--- config.mk ---
export PLATFORM = sky130hd
export DESIGN_NAME = binned_histogram_engine
export DESIGN_NICKNAME = d
export VERILOG_FILES = /design/src/rtl/hbe_pkg.sv /design/src/rtl/binned_histogram_engine.sv /design/src/rtl/hbe_div.sv /design/src/rtl/hbe_bin_ram.sv
export SDC_FILE = /design/constraint.sdc
export NUM_CORES = 2
export LEC_CHECK = 0
export CORE_ASPECT_RATIO = 0.9
export CORE_MARGIN = 10
export CORE_UTILIZATION = 42
export CTS_BUF_LIST = sky130_fd_sc_hd__clkbuf_8
export DETAILED_ROUTE_END_ITERATION = 16
export DONT_BUFFER_PORTS = 1
export SYNTH_ARGS = -nofsm -noshare
export SYNTH_HDL_FRONTEND = slang
export SYNTH_HIERARCHICAL = 1
export SYNTH_SLANG_ARGS = --single-unit
--- constraint.sdc ---
create_clock -name clk_i -period 12.39 [get_ports clk_i]
set_clock_uncertainty 0.15 [all_clocks]
set_input_delay 0.6195 -clock clk_i [delete_from_list [all_inputs] [get_ports clk_i]]
set_output_delay 0.6195 -clock clk_i [all_outputs]
set_load 0.03 [all_outputs]
--- src/rtl/hbe_pkg.sv ---
// shared types and constants of the binned histogram engine
package hbe_pkg;

  localparam int unsigned BIN_COUNT_DEF = 64;
  localparam logic [31:0] LOW_RESET     = 32'd1000;
  localparam logic [31:0] HIGH_RESET    = 32'd10000;

  typedef enum logic [1:0] {
    ACT_ADD   = 2'd0,
    ACT_READ  = 2'd1,
    ACT_CLEAR = 2'd2,
    ACT_NONE  = 2'd3
  } act_e;

  localparam logic [1:0] CLS_IN    = 2'd0;
  localparam logic [1:0] CLS_UNDER = 2'd1;
  localparam logic [1:0] CLS_OVER  = 2'd2;
  localparam logic [1:0] CLS_NONE  = 2'd3;

  localparam logic REG_RANGE_LOW  = 1'b0;
  localparam logic REG_RANGE_HIGH = 1'b1;

  typedef enum logic [2:0] {
    ST_CLEAR,
    ST_IDLE,
    ST_WIDTH,
    ST_WSCALE,
    ST_CLASS,
    ST_DIV,
    ST_RMW,
    ST_READ
  } state_e;

  typedef struct packed {
    logic        start;
    logic [31:0] num;
    logic [31:0] den;
    logic [5:0]  steps;
  } div_req_t;

  typedef struct packed {
    logic        done;
    logic [31:0] quo;
  } div_rsp_t;

endpackage

--- src/rtl/binned_histogram_engine.sv ---
// Binned histogram engine: counts unsigned samples into BIN_COUNT equal-width
// bins between range_low and range_high, plus underflow, overflow and total
// counters. One transaction is taken while busy is low; its result appears
// on the result ports for one cycle with done_o, and must be taken then. An
// add below or above range is classified and answered without the divider;
// an add in range runs the serial bin divider, which gives one quotient bit
// a cycle, or goes straight to the last bin if the quotient would not fit,
// then a read-modify-write of the bin memory. A read answers from the
// registered bin memory read, and a clear answers and then sweeps zeros
// through the bin memory one entry a cycle. After reset the same sweep runs.
// A write of either range register keeps busy high while the bin width
// (range_high - range_low) / BIN_COUNT is recomputed by a reciprocal multiply.
module binned_histogram_engine
  import hbe_pkg::*;
#(
  parameter int unsigned BIN_COUNT = BIN_COUNT_DEF
) (
  input  logic        clk_i,
  input  logic        rst_ni,
  // apb configuration port
  input  logic        psel,
  input  logic        penable,
  input  logic        pwrite,
  input  logic [2:0]  paddr,
  input  logic [31:0] pwdata,
  output logic [31:0] prdata,
  output logic        pready,
  // command side
  input  logic        start,
  output logic        busy,
  input  logic [1:0]  action_i,
  input  logic [31:0] sample_value_i,
  input  logic [5:0]  read_index_i,
  // result side
  output logic        done_o,
  output logic [1:0]  sample_class_o,
  output logic [5:0]  bin_index_o,
  output logic [31:0] bin_count_o,
  output logic [31:0] underflow_total_o,
  output logic [31:0] overflow_total_o,
  output logic [31:0] sample_total_o
);

  localparam int unsigned AW        = $clog2(BIN_COUNT);
  localparam logic [AW-1:0] LAST    = AW'(BIN_COUNT - 1);
  localparam logic [5:0] BIN_STEPS  = 6'(AW);
  localparam int unsigned WIDTH_DIV = (HIGH_RESET - LOW_RESET) / BIN_COUNT;
  localparam logic [31:0] WIDTH_RST = (WIDTH_DIV == 0) ? 32'd1 : 32'(WIDTH_DIV);
  // magic number for an exact 32-bit divide by BIN_COUNT
  localparam logic [63:0] REC_NUM   = ((64'd1 << AW) - 64'(BIN_COUNT)) << 32;
  localparam logic [31:0] REC_M     = 32'(REC_NUM / 64'(BIN_COUNT) + 64'd1);

  state_e      state_q, state_d;
  logic        dirty_q, dirty_d;
  logic [31:0] low_q, high_q;
  logic [31:0] width_q, width_d;
  logic [31:0] wdiff_q, wdiff_d;
  logic [31:0] whi_q, whi_d;
  logic [AW-1:0] clr_q, clr_d;
  logic [AW-1:0] bin_q, bin_d;
  logic [31:0] unf_q, unf_d;
  logic [31:0] ovf_q, ovf_d;
  logic [31:0] tot_q, tot_d;
  logic        done_q, done_d;
  logic [31:0] smp_q, smp_d;
  logic        oor_q, oor_d;
  logic [1:0]  cls_q, cls_d;
  logic [5:0]  idx_q, idx_d;
  logic [31:0] cnt_q, cnt_d;

  logic        cfg_wr;
  logic [31:0] diff;
  logic        sat;
  logic [AW-1:0] div_bin;
  logic [63:0] wprod;
  logic [31:0] wquo;

  logic          ram_we;
  logic [AW-1:0] ram_waddr;
  logic [31:0]   ram_wdata;
  logic          ram_re;
  logic [AW-1:0] ram_raddr;
  logic [31:0]   ram_rdata;

  div_req_t div_req;
  div_rsp_t div_rsp;

  assign pready = 1'b1;
  assign cfg_wr = psel && penable && pwrite;
  assign prdata = (paddr[2] == REG_RANGE_HIGH) ? high_q : low_q;

  always_ff @(posedge clk_i or negedge rst_ni) begin
    if (!rst_ni) begin
      low_q  <= LOW_RESET;
      high_q <= HIGH_RESET;
    end else if (cfg_wr) begin
      case (paddr[2])
        REG_RANGE_LOW:  low_q  <= pwdata;
        REG_RANGE_HIGH: high_q <= pwdata;
        default:        low_q  <= low_q;
      endcase
    end
  end

  assign diff    = smp_q - low_q;
  // quotient would not fit the bin divider: clamp straight to the last bin
  assign sat     = {32'd0, diff} >= ({32'd0, width_q} << AW);
  assign div_bin = (div_rsp.quo >= 32'(BIN_COUNT)) ? LAST : AW'(div_rsp.quo);

  // width = diff / BIN_COUNT as high product word plus a halved fixup
  assign wprod = {32'd0, REC_M} * {32'd0, wdiff_q};
  assign wquo  = (whi_q + ((wdiff_q - whi_q) >> 1)) >> (AW - 1);

  always_comb begin
    state_d   = state_q;
    dirty_d   = dirty_q | cfg_wr;
    width_d   = width_q;
    wdiff_d   = wdiff_q;
    whi_d     = whi_q;
    clr_d     = clr_q;
    bin_d     = bin_q;
    unf_d     = unf_q;
    ovf_d     = ovf_q;
    tot_d     = tot_q;
    done_d    = 1'b0;
    smp_d     = smp_q;
    oor_d     = oor_q;
    cls_d     = cls_q;
    idx_d     = idx_q;
    cnt_d     = cnt_q;
    ram_we    = 1'b0;
    ram_waddr = clr_q;
    ram_wdata = '0;
    ram_re    = 1'b0;
    ram_raddr = bin_q;
    div_req   = '0;

    case (state_q)
      ST_CLEAR: begin
        ram_we = 1'b1;
        clr_d  = clr_q + AW'(1);
        if (clr_q == LAST) begin
          clr_d   = '0;
          state_d = ST_IDLE;
        end
      end
      ST_IDLE: begin
        if (dirty_q) begin
          wdiff_d = high_q - low_q;
          dirty_d = cfg_wr;
          state_d = ST_WIDTH;
        end else if (start) begin
          case (action_i)
            ACT_ADD: begin
              smp_d   = sample_value_i;
              state_d = ST_CLASS;
            end
            ACT_READ: begin
              ram_re    = 1'b1;
              ram_raddr = AW'(read_index_i);
              idx_d     = read_index_i;
              oor_d     = {26'd0, read_index_i} >= 32'(BIN_COUNT);
              state_d   = ST_READ;
            end
            ACT_CLEAR: begin
              unf_d   = '0;
              ovf_d   = '0;
              tot_d   = '0;
              done_d  = 1'b1;
              cls_d   = CLS_NONE;
              idx_d   = '0;
              cnt_d   = '0;
              state_d = ST_CLEAR;
            end
            default: begin
              done_d = 1'b1;
              cls_d  = CLS_NONE;
              idx_d  = '0;
              cnt_d  = '0;
            end
          endcase
        end
      end
      ST_WIDTH: begin
        whi_d   = wprod[63:32];
        state_d = ST_WSCALE;
      end
      ST_WSCALE: begin
        width_d = (wquo == 32'd0) ? 32'd1 : wquo;
        state_d = ST_IDLE;
      end
      ST_CLASS: begin
        if (smp_q < low_q) begin
          unf_d   = unf_q + 32'd1;
          tot_d   = tot_q + 32'd1;
          done_d  = 1'b1;
          cls_d   = CLS_UNDER;
          idx_d   = '0;
          cnt_d   = '0;
          state_d = ST_IDLE;
        end else if (smp_q >= high_q) begin
          ovf_d   = ovf_q + 32'd1;
          tot_d   = tot_q + 32'd1;
          done_d  = 1'b1;
          cls_d   = CLS_OVER;
          idx_d   = '0;
          cnt_d   = '0;
          state_d = ST_IDLE;
        end else if (sat) begin
          bin_d     = LAST;
          ram_re    = 1'b1;
          ram_raddr = LAST;
          state_d   = ST_RMW;
        end else begin
          div_req.start = 1'b1;
          div_req.num   = diff;
          div_req.den   = width_q;
          div_req.steps = BIN_STEPS;
          state_d       = ST_DIV;
        end
      end
      ST_DIV: begin
        if (div_rsp.done) begin
          bin_d     = div_bin;
          ram_re    = 1'b1;
          ram_raddr = div_bin;
          state_d   = ST_RMW;
        end
      end
      ST_RMW: begin
        ram_we    = 1'b1;
        ram_waddr = bin_q;
        ram_wdata = ram_rdata + 32'd1;
        tot_d     = tot_q + 32'd1;
        done_d    = 1'b1;
        cls_d     = CLS_IN;
        idx_d     = 6'(bin_q);
        cnt_d     = ram_rdata + 32'd1;
        state_d   = ST_IDLE;
      end
      ST_READ: begin
        done_d  = 1'b1;
        cls_d   = CLS_NONE;
        cnt_d   = oor_q ? 32'd0 : ram_rdata;
        state_d = ST_IDLE;
      end
      default: begin
        state_d = ST_IDLE;
      end
    endcase
  end

  always_ff @(posedge clk_i or negedge rst_ni) begin
    if (!rst_ni) begin
      state_q <= ST_CLEAR;
      dirty_q <= 1'b0;
      width_q <= WIDTH_RST;
      clr_q   <= '0;
      unf_q   <= '0;
      ovf_q   <= '0;
      tot_q   <= '0;
      done_q  <= 1'b0;
    end else begin
      state_q <= state_d;
      dirty_q <= dirty_d;
      width_q <= width_d;
      clr_q   <= clr_d;
      unf_q   <= unf_d;
      ovf_q   <= ovf_d;
      tot_q   <= tot_d;
      done_q  <= done_d;
    end
  end

  always_ff @(posedge clk_i) begin
    wdiff_q <= wdiff_d;
    whi_q   <= whi_d;
    bin_q   <= bin_d;
    smp_q   <= smp_d;
    oor_q   <= oor_d;
    cls_q   <= cls_d;
    idx_q   <= idx_d;
    cnt_q   <= cnt_d;
  end

  hbe_div u_div (
    .clk_i  (clk_i),
    .rst_ni (rst_ni),
    .req_i  (div_req),
    .rsp_o  (div_rsp)
  );

  hbe_bin_ram #(
    .DEPTH (BIN_COUNT)
  ) u_ram (
    .clk_i   (clk_i),
    .we_i    (ram_we),
    .waddr_i (ram_waddr),
    .wdata_i (ram_wdata),
    .re_i    (ram_re),
    .raddr_i (ram_raddr),
    .rdata_o (ram_rdata)
  );

  assign busy              = (state_q != ST_IDLE) || dirty_q;
  assign done_o            = done_q;
  assign sample_class_o    = cls_q;
  assign bin_index_o       = idx_q;
  assign bin_count_o       = cnt_q;
  assign underflow_total_o = unf_q;
  assign overflow_total_o  = ovf_q;
  assign sample_total_o    = tot_q;

  // a range write always leaves a width recompute pending
  assert property (@(posedge clk_i) disable iff (!rst_ni)
    cfg_wr |=> dirty_q)
    else $error("range write did not schedule width update");

  // counters only move on a result transaction
  assert property (@(posedge clk_i) disable iff (!rst_ni)
    (tot_q != $past(tot_q)) || (unf_q != $past(unf_q)) || (ovf_q != $past(ovf_q))
    |-> done_q)
    else $error("counter changed without a result");

  // the bin update follows classification or the bin divider
  assert property (@(posedge clk_i) disable iff (!rst_ni)
    (state_q == ST_RMW) |-> ($past(state_q) == ST_CLASS) || ($past(state_q) == ST_DIV))
    else $error("bin update entered from a wrong state");

  // the bin divider finishes only while it is awaited
  assert property (@(posedge clk_i) disable iff (!rst_ni)
    div_rsp.done |-> (state_q == ST_DIV))
    else $error("divider result not awaited");

  // no new transaction is taken while the result of an add is pending
  assert property (@(posedge clk_i) disable iff (!rst_ni)
    (state_q == ST_CLASS) || (state_q == ST_DIV) || (state_q == ST_RMW) |-> busy)
    else $error("ready while an add is in progress");

endmodule

--- src/rtl/hbe_div.sv ---
// serial restoring divider, one quotient bit per cycle, bounded quotient length
module hbe_div
  import hbe_pkg::*;
(
  input  logic     clk_i,
  input  logic     rst_ni,
  input  div_req_t req_i,
  output div_rsp_t rsp_o
);

  logic [5:0]  cnt_q, cnt_d;
  logic        done_q;
  logic [31:0] rem_q, rem_d;
  logic [63:0] den_q, den_d;
  logic [31:0] quo_q, quo_d;
  logic        fits;

  // caller guarantees num < den << steps, so the quotient has steps bits
  assign fits = {32'd0, rem_q} >= den_q;

  always_comb begin
    cnt_d = cnt_q;
    rem_d = rem_q;
    den_d = den_q;
    quo_d = quo_q;
    if (req_i.start) begin
      cnt_d = req_i.steps;
      rem_d = req_i.num;
      den_d = {32'd0, req_i.den} << (req_i.steps - 6'd1);
      quo_d = '0;
    end else if (cnt_q != 6'd0) begin
      cnt_d = cnt_q - 6'd1;
      den_d = den_q >> 1;
      if (fits) begin
        rem_d = rem_q - den_q[31:0];
        quo_d = {quo_q[30:0], 1'b1};
      end else begin
        quo_d = {quo_q[30:0], 1'b0};
      end
    end
  end

  always_ff @(posedge clk_i or negedge rst_ni) begin
    if (!rst_ni) begin
      cnt_q  <= '0;
      done_q <= 1'b0;
    end else begin
      cnt_q  <= cnt_d;
      done_q <= !req_i.start && (cnt_q == 6'd1);
    end
  end

  always_ff @(posedge clk_i) begin
    rem_q <= rem_d;
    den_q <= den_d;
    quo_q <= quo_d;
  end

  assign rsp_o.done = done_q;
  assign rsp_o.quo  = quo_q;

endmodule

--- src/rtl/hbe_bin_ram.sv ---
// bin counter memory, one write and one registered read port
module hbe_bin_ram
  import hbe_pkg::*;
#(
  parameter int unsigned DEPTH = BIN_COUNT_DEF,
  localparam int unsigned AW   = $clog2(DEPTH)
) (
  input  logic          clk_i,
  input  logic          we_i,
  input  logic [AW-1:0] waddr_i,
  input  logic [31:0]   wdata_i,
  input  logic          re_i,
  input  logic [AW-1:0] raddr_i,
  output logic [31:0]   rdata_o
);

  logic [31:0] mem_q [DEPTH];
  logic [31:0] rdata_q;

  always_ff @(posedge clk_i) begin
    if (we_i) begin
      mem_q[waddr_i] <= wdata_i;
    end
    if (re_i) begin
      rdata_q <= mem_q[raddr_i];
    end
  end

  assign rdata_o = rdata_q;

endmodule

==> summary.md <==
| Metric | Value |
|---|---|
| Die Footprint | `278000 µm²` |
| Iteration-0 DRC Markers | `8256` |
| Vias | `64110` |
| FP Rows | `176` |
| Post-layout min period | `10670 ps` |
| Synth warnings | `6` |
| Power Density | `225 nW/µm²` |
| Max FO, Critical Path | `68` |
| Logic gate share of total power | `38.3%` |
| Commonest cells after routing, fill and taps aside | `edfxtp_1, mux4_2, clkbuf_8` |
| Detailed-route DRC error count | `0` |
| I/O Pins | `252` |
| # Post-CTS Setup Buffers | `0` |
| CTS tree | `yes` |
| Clk Latency, worst-skew pair | `1080 ps` |
| PortBufs | `0` |
| Final Setup Violations | `0` |
| Syn_area_per_cell | `16.3 µm²` |
| Filler cells | `21578` |
| CTS H-tree depth | `5` |
| Arr. time, crit path | `11330 ps` |
| Post-synth EDFFs | `2280` |
| RSZ-0062 raised after global routing | `no` |
| Core Region | `256000 µm²` |
| Worst-Margin Slew | `1280 ps` |
| Drt wl/cell | `28.3 µm` |
| Sequential Power Share | `38.0%` |
| Clock network power share | `23.7%` |
| Status | `finished, final reports clean` |
| Req. time, crit path | `13050 ps` |
| Die Height | `501 µm` |
| Final worst-path cycle share | `86.1%` |
| Tot Pwr | `0.0273 W` |
| Seq/Total Area, Yosys | `68.7%` |
| CTS Hold Bufs | `121` |
| Worst-path clk slew | `60 ps` |
| Post-DR vias/cell | `5.95` |
| Clk buf depth | `4` |
| CP max-delay cell | `a21oi_4` |
| Crit-path max cell delay | `1000 ps` |
| First-pass iteration count of the detailed router | `6` |
| WHS Path Cells | `1` |
| First-pass GRT wire length | `440 mm` |
| Mapped Area | `108000 µm²` |
| FMAX | `0.0937 GHz` |
| Synthesized flop and latch total | `2516` |
| Die X | `555 µm` |
| Post-CTS Resized | `0` |
| Switch share | `37.6%` |
| Slew Limit Fails | `0` |
| Number of antenna violations at the first check in global routing | `17` |
| Area growth, synth to finish | `12.7%` |
| Detail Route Antenna Nets | `0` |
| Vias in the first global route | `63038` |
| Synth area leaders | `edfxtp_1, mux4_2, dfrtp_1` |
| Main synth FF type | `edfxtp_1` |
| CP endpoint kind | `register` |
| VDD IR-drop max | `0.000166 V` |
| Hold Vio Cnt, Final | `0` |
| Final #Nets | `7312` |
| Synth cell types | `101` |
| Layout Cells excl Fill | `10768` |
| GRT Overall Usage | `21.3%` |
| Psw | `0.0103 W` |
| Total of max-cap violations | `0` |
| Commonest non-fill, non-tap cell in the layout | `edfxtp_1` |
| Overflow after GRT | `0` |
| Fraction of layout cells with a size suffix above 1 | `19.6%` |
| Placed cell count | `9913` |
| Rel. slew slack | `13.6%` |
| Cells after synthesis | `6640` |
| CTS buffer count | `415` |
| Crit path launch type | `register` |
| TNS Setup | `0 ps` |
| Dpl hpwl | `188 mm` |
| CTS root buffer | `clkbuf_8` |
| Setup CP Type | `reg2reg` |
| Gpl congestion | `0.923` |
| Worst hold path type | `in2reg` |
| Largest net degree at the start of global routing | `205` |
| Worst r2r path cells | `28` |
| Synth async-reset ratio | `8.11%` |
| Post-Route WL | `305 mm` |
| Most used cell, CP | `o211ai_1` |
| Synth area leader | `edfxtp_1` |
| P_int | `0.0171 W` |
| Initial Util | `42.2%` |
| Hold Slack | `95.5 ps` |
| Post-synth top area share | `63.4%` |
| Clock sinks | `2516` |
| LEAKAGE | `44.0 nW` |
-- synthesized netlist by cell type (75+ instances only) --
library cell / number
o21ai_0: 245
nor3_1: 75
mux2i_1: 224
ha_1: 160
buf_2: 80
mux4_2: 474
nor2_1: 374
dfrtp_1: 190
a21oi_1: 271
xnor2_1: 95
a22oi_1: 131
edfxtp_1: 2280
clkbuf_1: 180
nand3_1: 129
nand2_1: 409
inv_1: 171
mux2_2: 103
-- flip-flops by register name, indices dropped and copies added (netlist names) --
name               count
u_div/done_q           1
u_div/rem_q           32
wdiff_q               26
u_ram/mem_q         2048
u_div/den_q           64
sample_total_o        32
u_ram/rdata_o         32
bin_index_o            6
sample_class_o         2
low_q                 32
done_o                 1
u_div/cnt_q            6
smp_q                 32
overflow_total_o      32
clr_q                  6
high_q                32
bin_count_o           32
u_div/quo_q           32
bin_q                  6
dirty_q                1
underflow_total_o     32
state_q                3
width_q               26
-- layer usage --
layer	part of all wire, %	routed length, µm	global-route usage, %
met4	3.4	10300	6.98
met1	42	128000	30.4
met5	0	0	0
met2	44	135000	31.7
met3	10	32000	5.65
-- cell type report --
type                    count  area, µm²  area share, %
multi-input cells        3630      32300           26.5
diodes                     15       37.5         0.0308
clock inverters           288       1280           1.05
clock buffers             431       5930           4.87
well taps                3382       4230           3.48
flip-flops and latches   2516      74200           61.0
inverters                 171        647          0.532
repair buffers            335       3090           2.54
-- through the flow --
stage          area [µm²]  setup slack [ps]  utilization, %
2_1_floorplan      108000              5020               -
3_3_place_gp       113000              2050            44.3
3_5_place_dp       113000              1960            44.3
4_1_cts            122000              1920            47.6
5_1_grt            122000              1130            47.6
6_report           122000              1720            47.6
-- path summary, 6_finish.rpt --
check | startpoint | to | slack, ps
hold / removal | sample_value_i[16] | smp_q[16] | 100
min in group asynchronous | rst_ni | high_q[1] | 160
setup / recovery | low_q[6] | u_ram/rdata_o[24] | 1720
max in group asynchronous | rst_ni | sample_total_o[27] | 11020
setup reg to reg | low_q[6] | u_ram/rdata_o[24] | 1720
hold reg to reg | u_div/quo_q[21] | u_div/quo_q[22] | 300
-- power by group through the flow --
stage          clock, W  sequential (W)  combinational [W]
2_1_floorplan         0          0.0104            0.00680
3_3_place_gp          0          0.0105             0.0103
3_5_place_dp          0          0.0106             0.0103
4_1_cts         0.00663          0.0104             0.0104
5_1_grt         0.00701          0.0104             0.0111
6_report        0.00648          0.0104             0.0105
-- cell families (layout without fill, tap and decap cells) --
| kind of cell | count (synthesis) | count (layout) | synth area share, % |
|---|---|---|---|
| XOR/XNOR | 152 | 152 | 1.24 |
| AO/OA/AOI/OAI | 1112 | 1112 | 6.72 |
| multiplexers | 801 | 801 | 13.0 |
| other | 2 | 47 | 0.00695 |
| AND/OR/NAND/NOR | 1371 | 1371 | 6.03 |
| buffers and inverters | 524 | 1225 | 2.35 |
| adder cells (fa/ha/maj) | 162 | 162 | 1.89 |
| flip-flops | 2516 | 2516 | 68.7 |
-- worst max-delay path: cells and delay by family (launching register included) --
family	cells	cell delay (ps)
AO/OA/AOI/OAI	13	4570
XOR/XNOR	1	190
adder cells (fa/ha/maj)	2	710
buffers and inverters	4	1130
flip-flops	1	520
multiplexers	1	230
AND/OR/NAND/NOR	7	2730
Power figures use the tool's default switching activity.
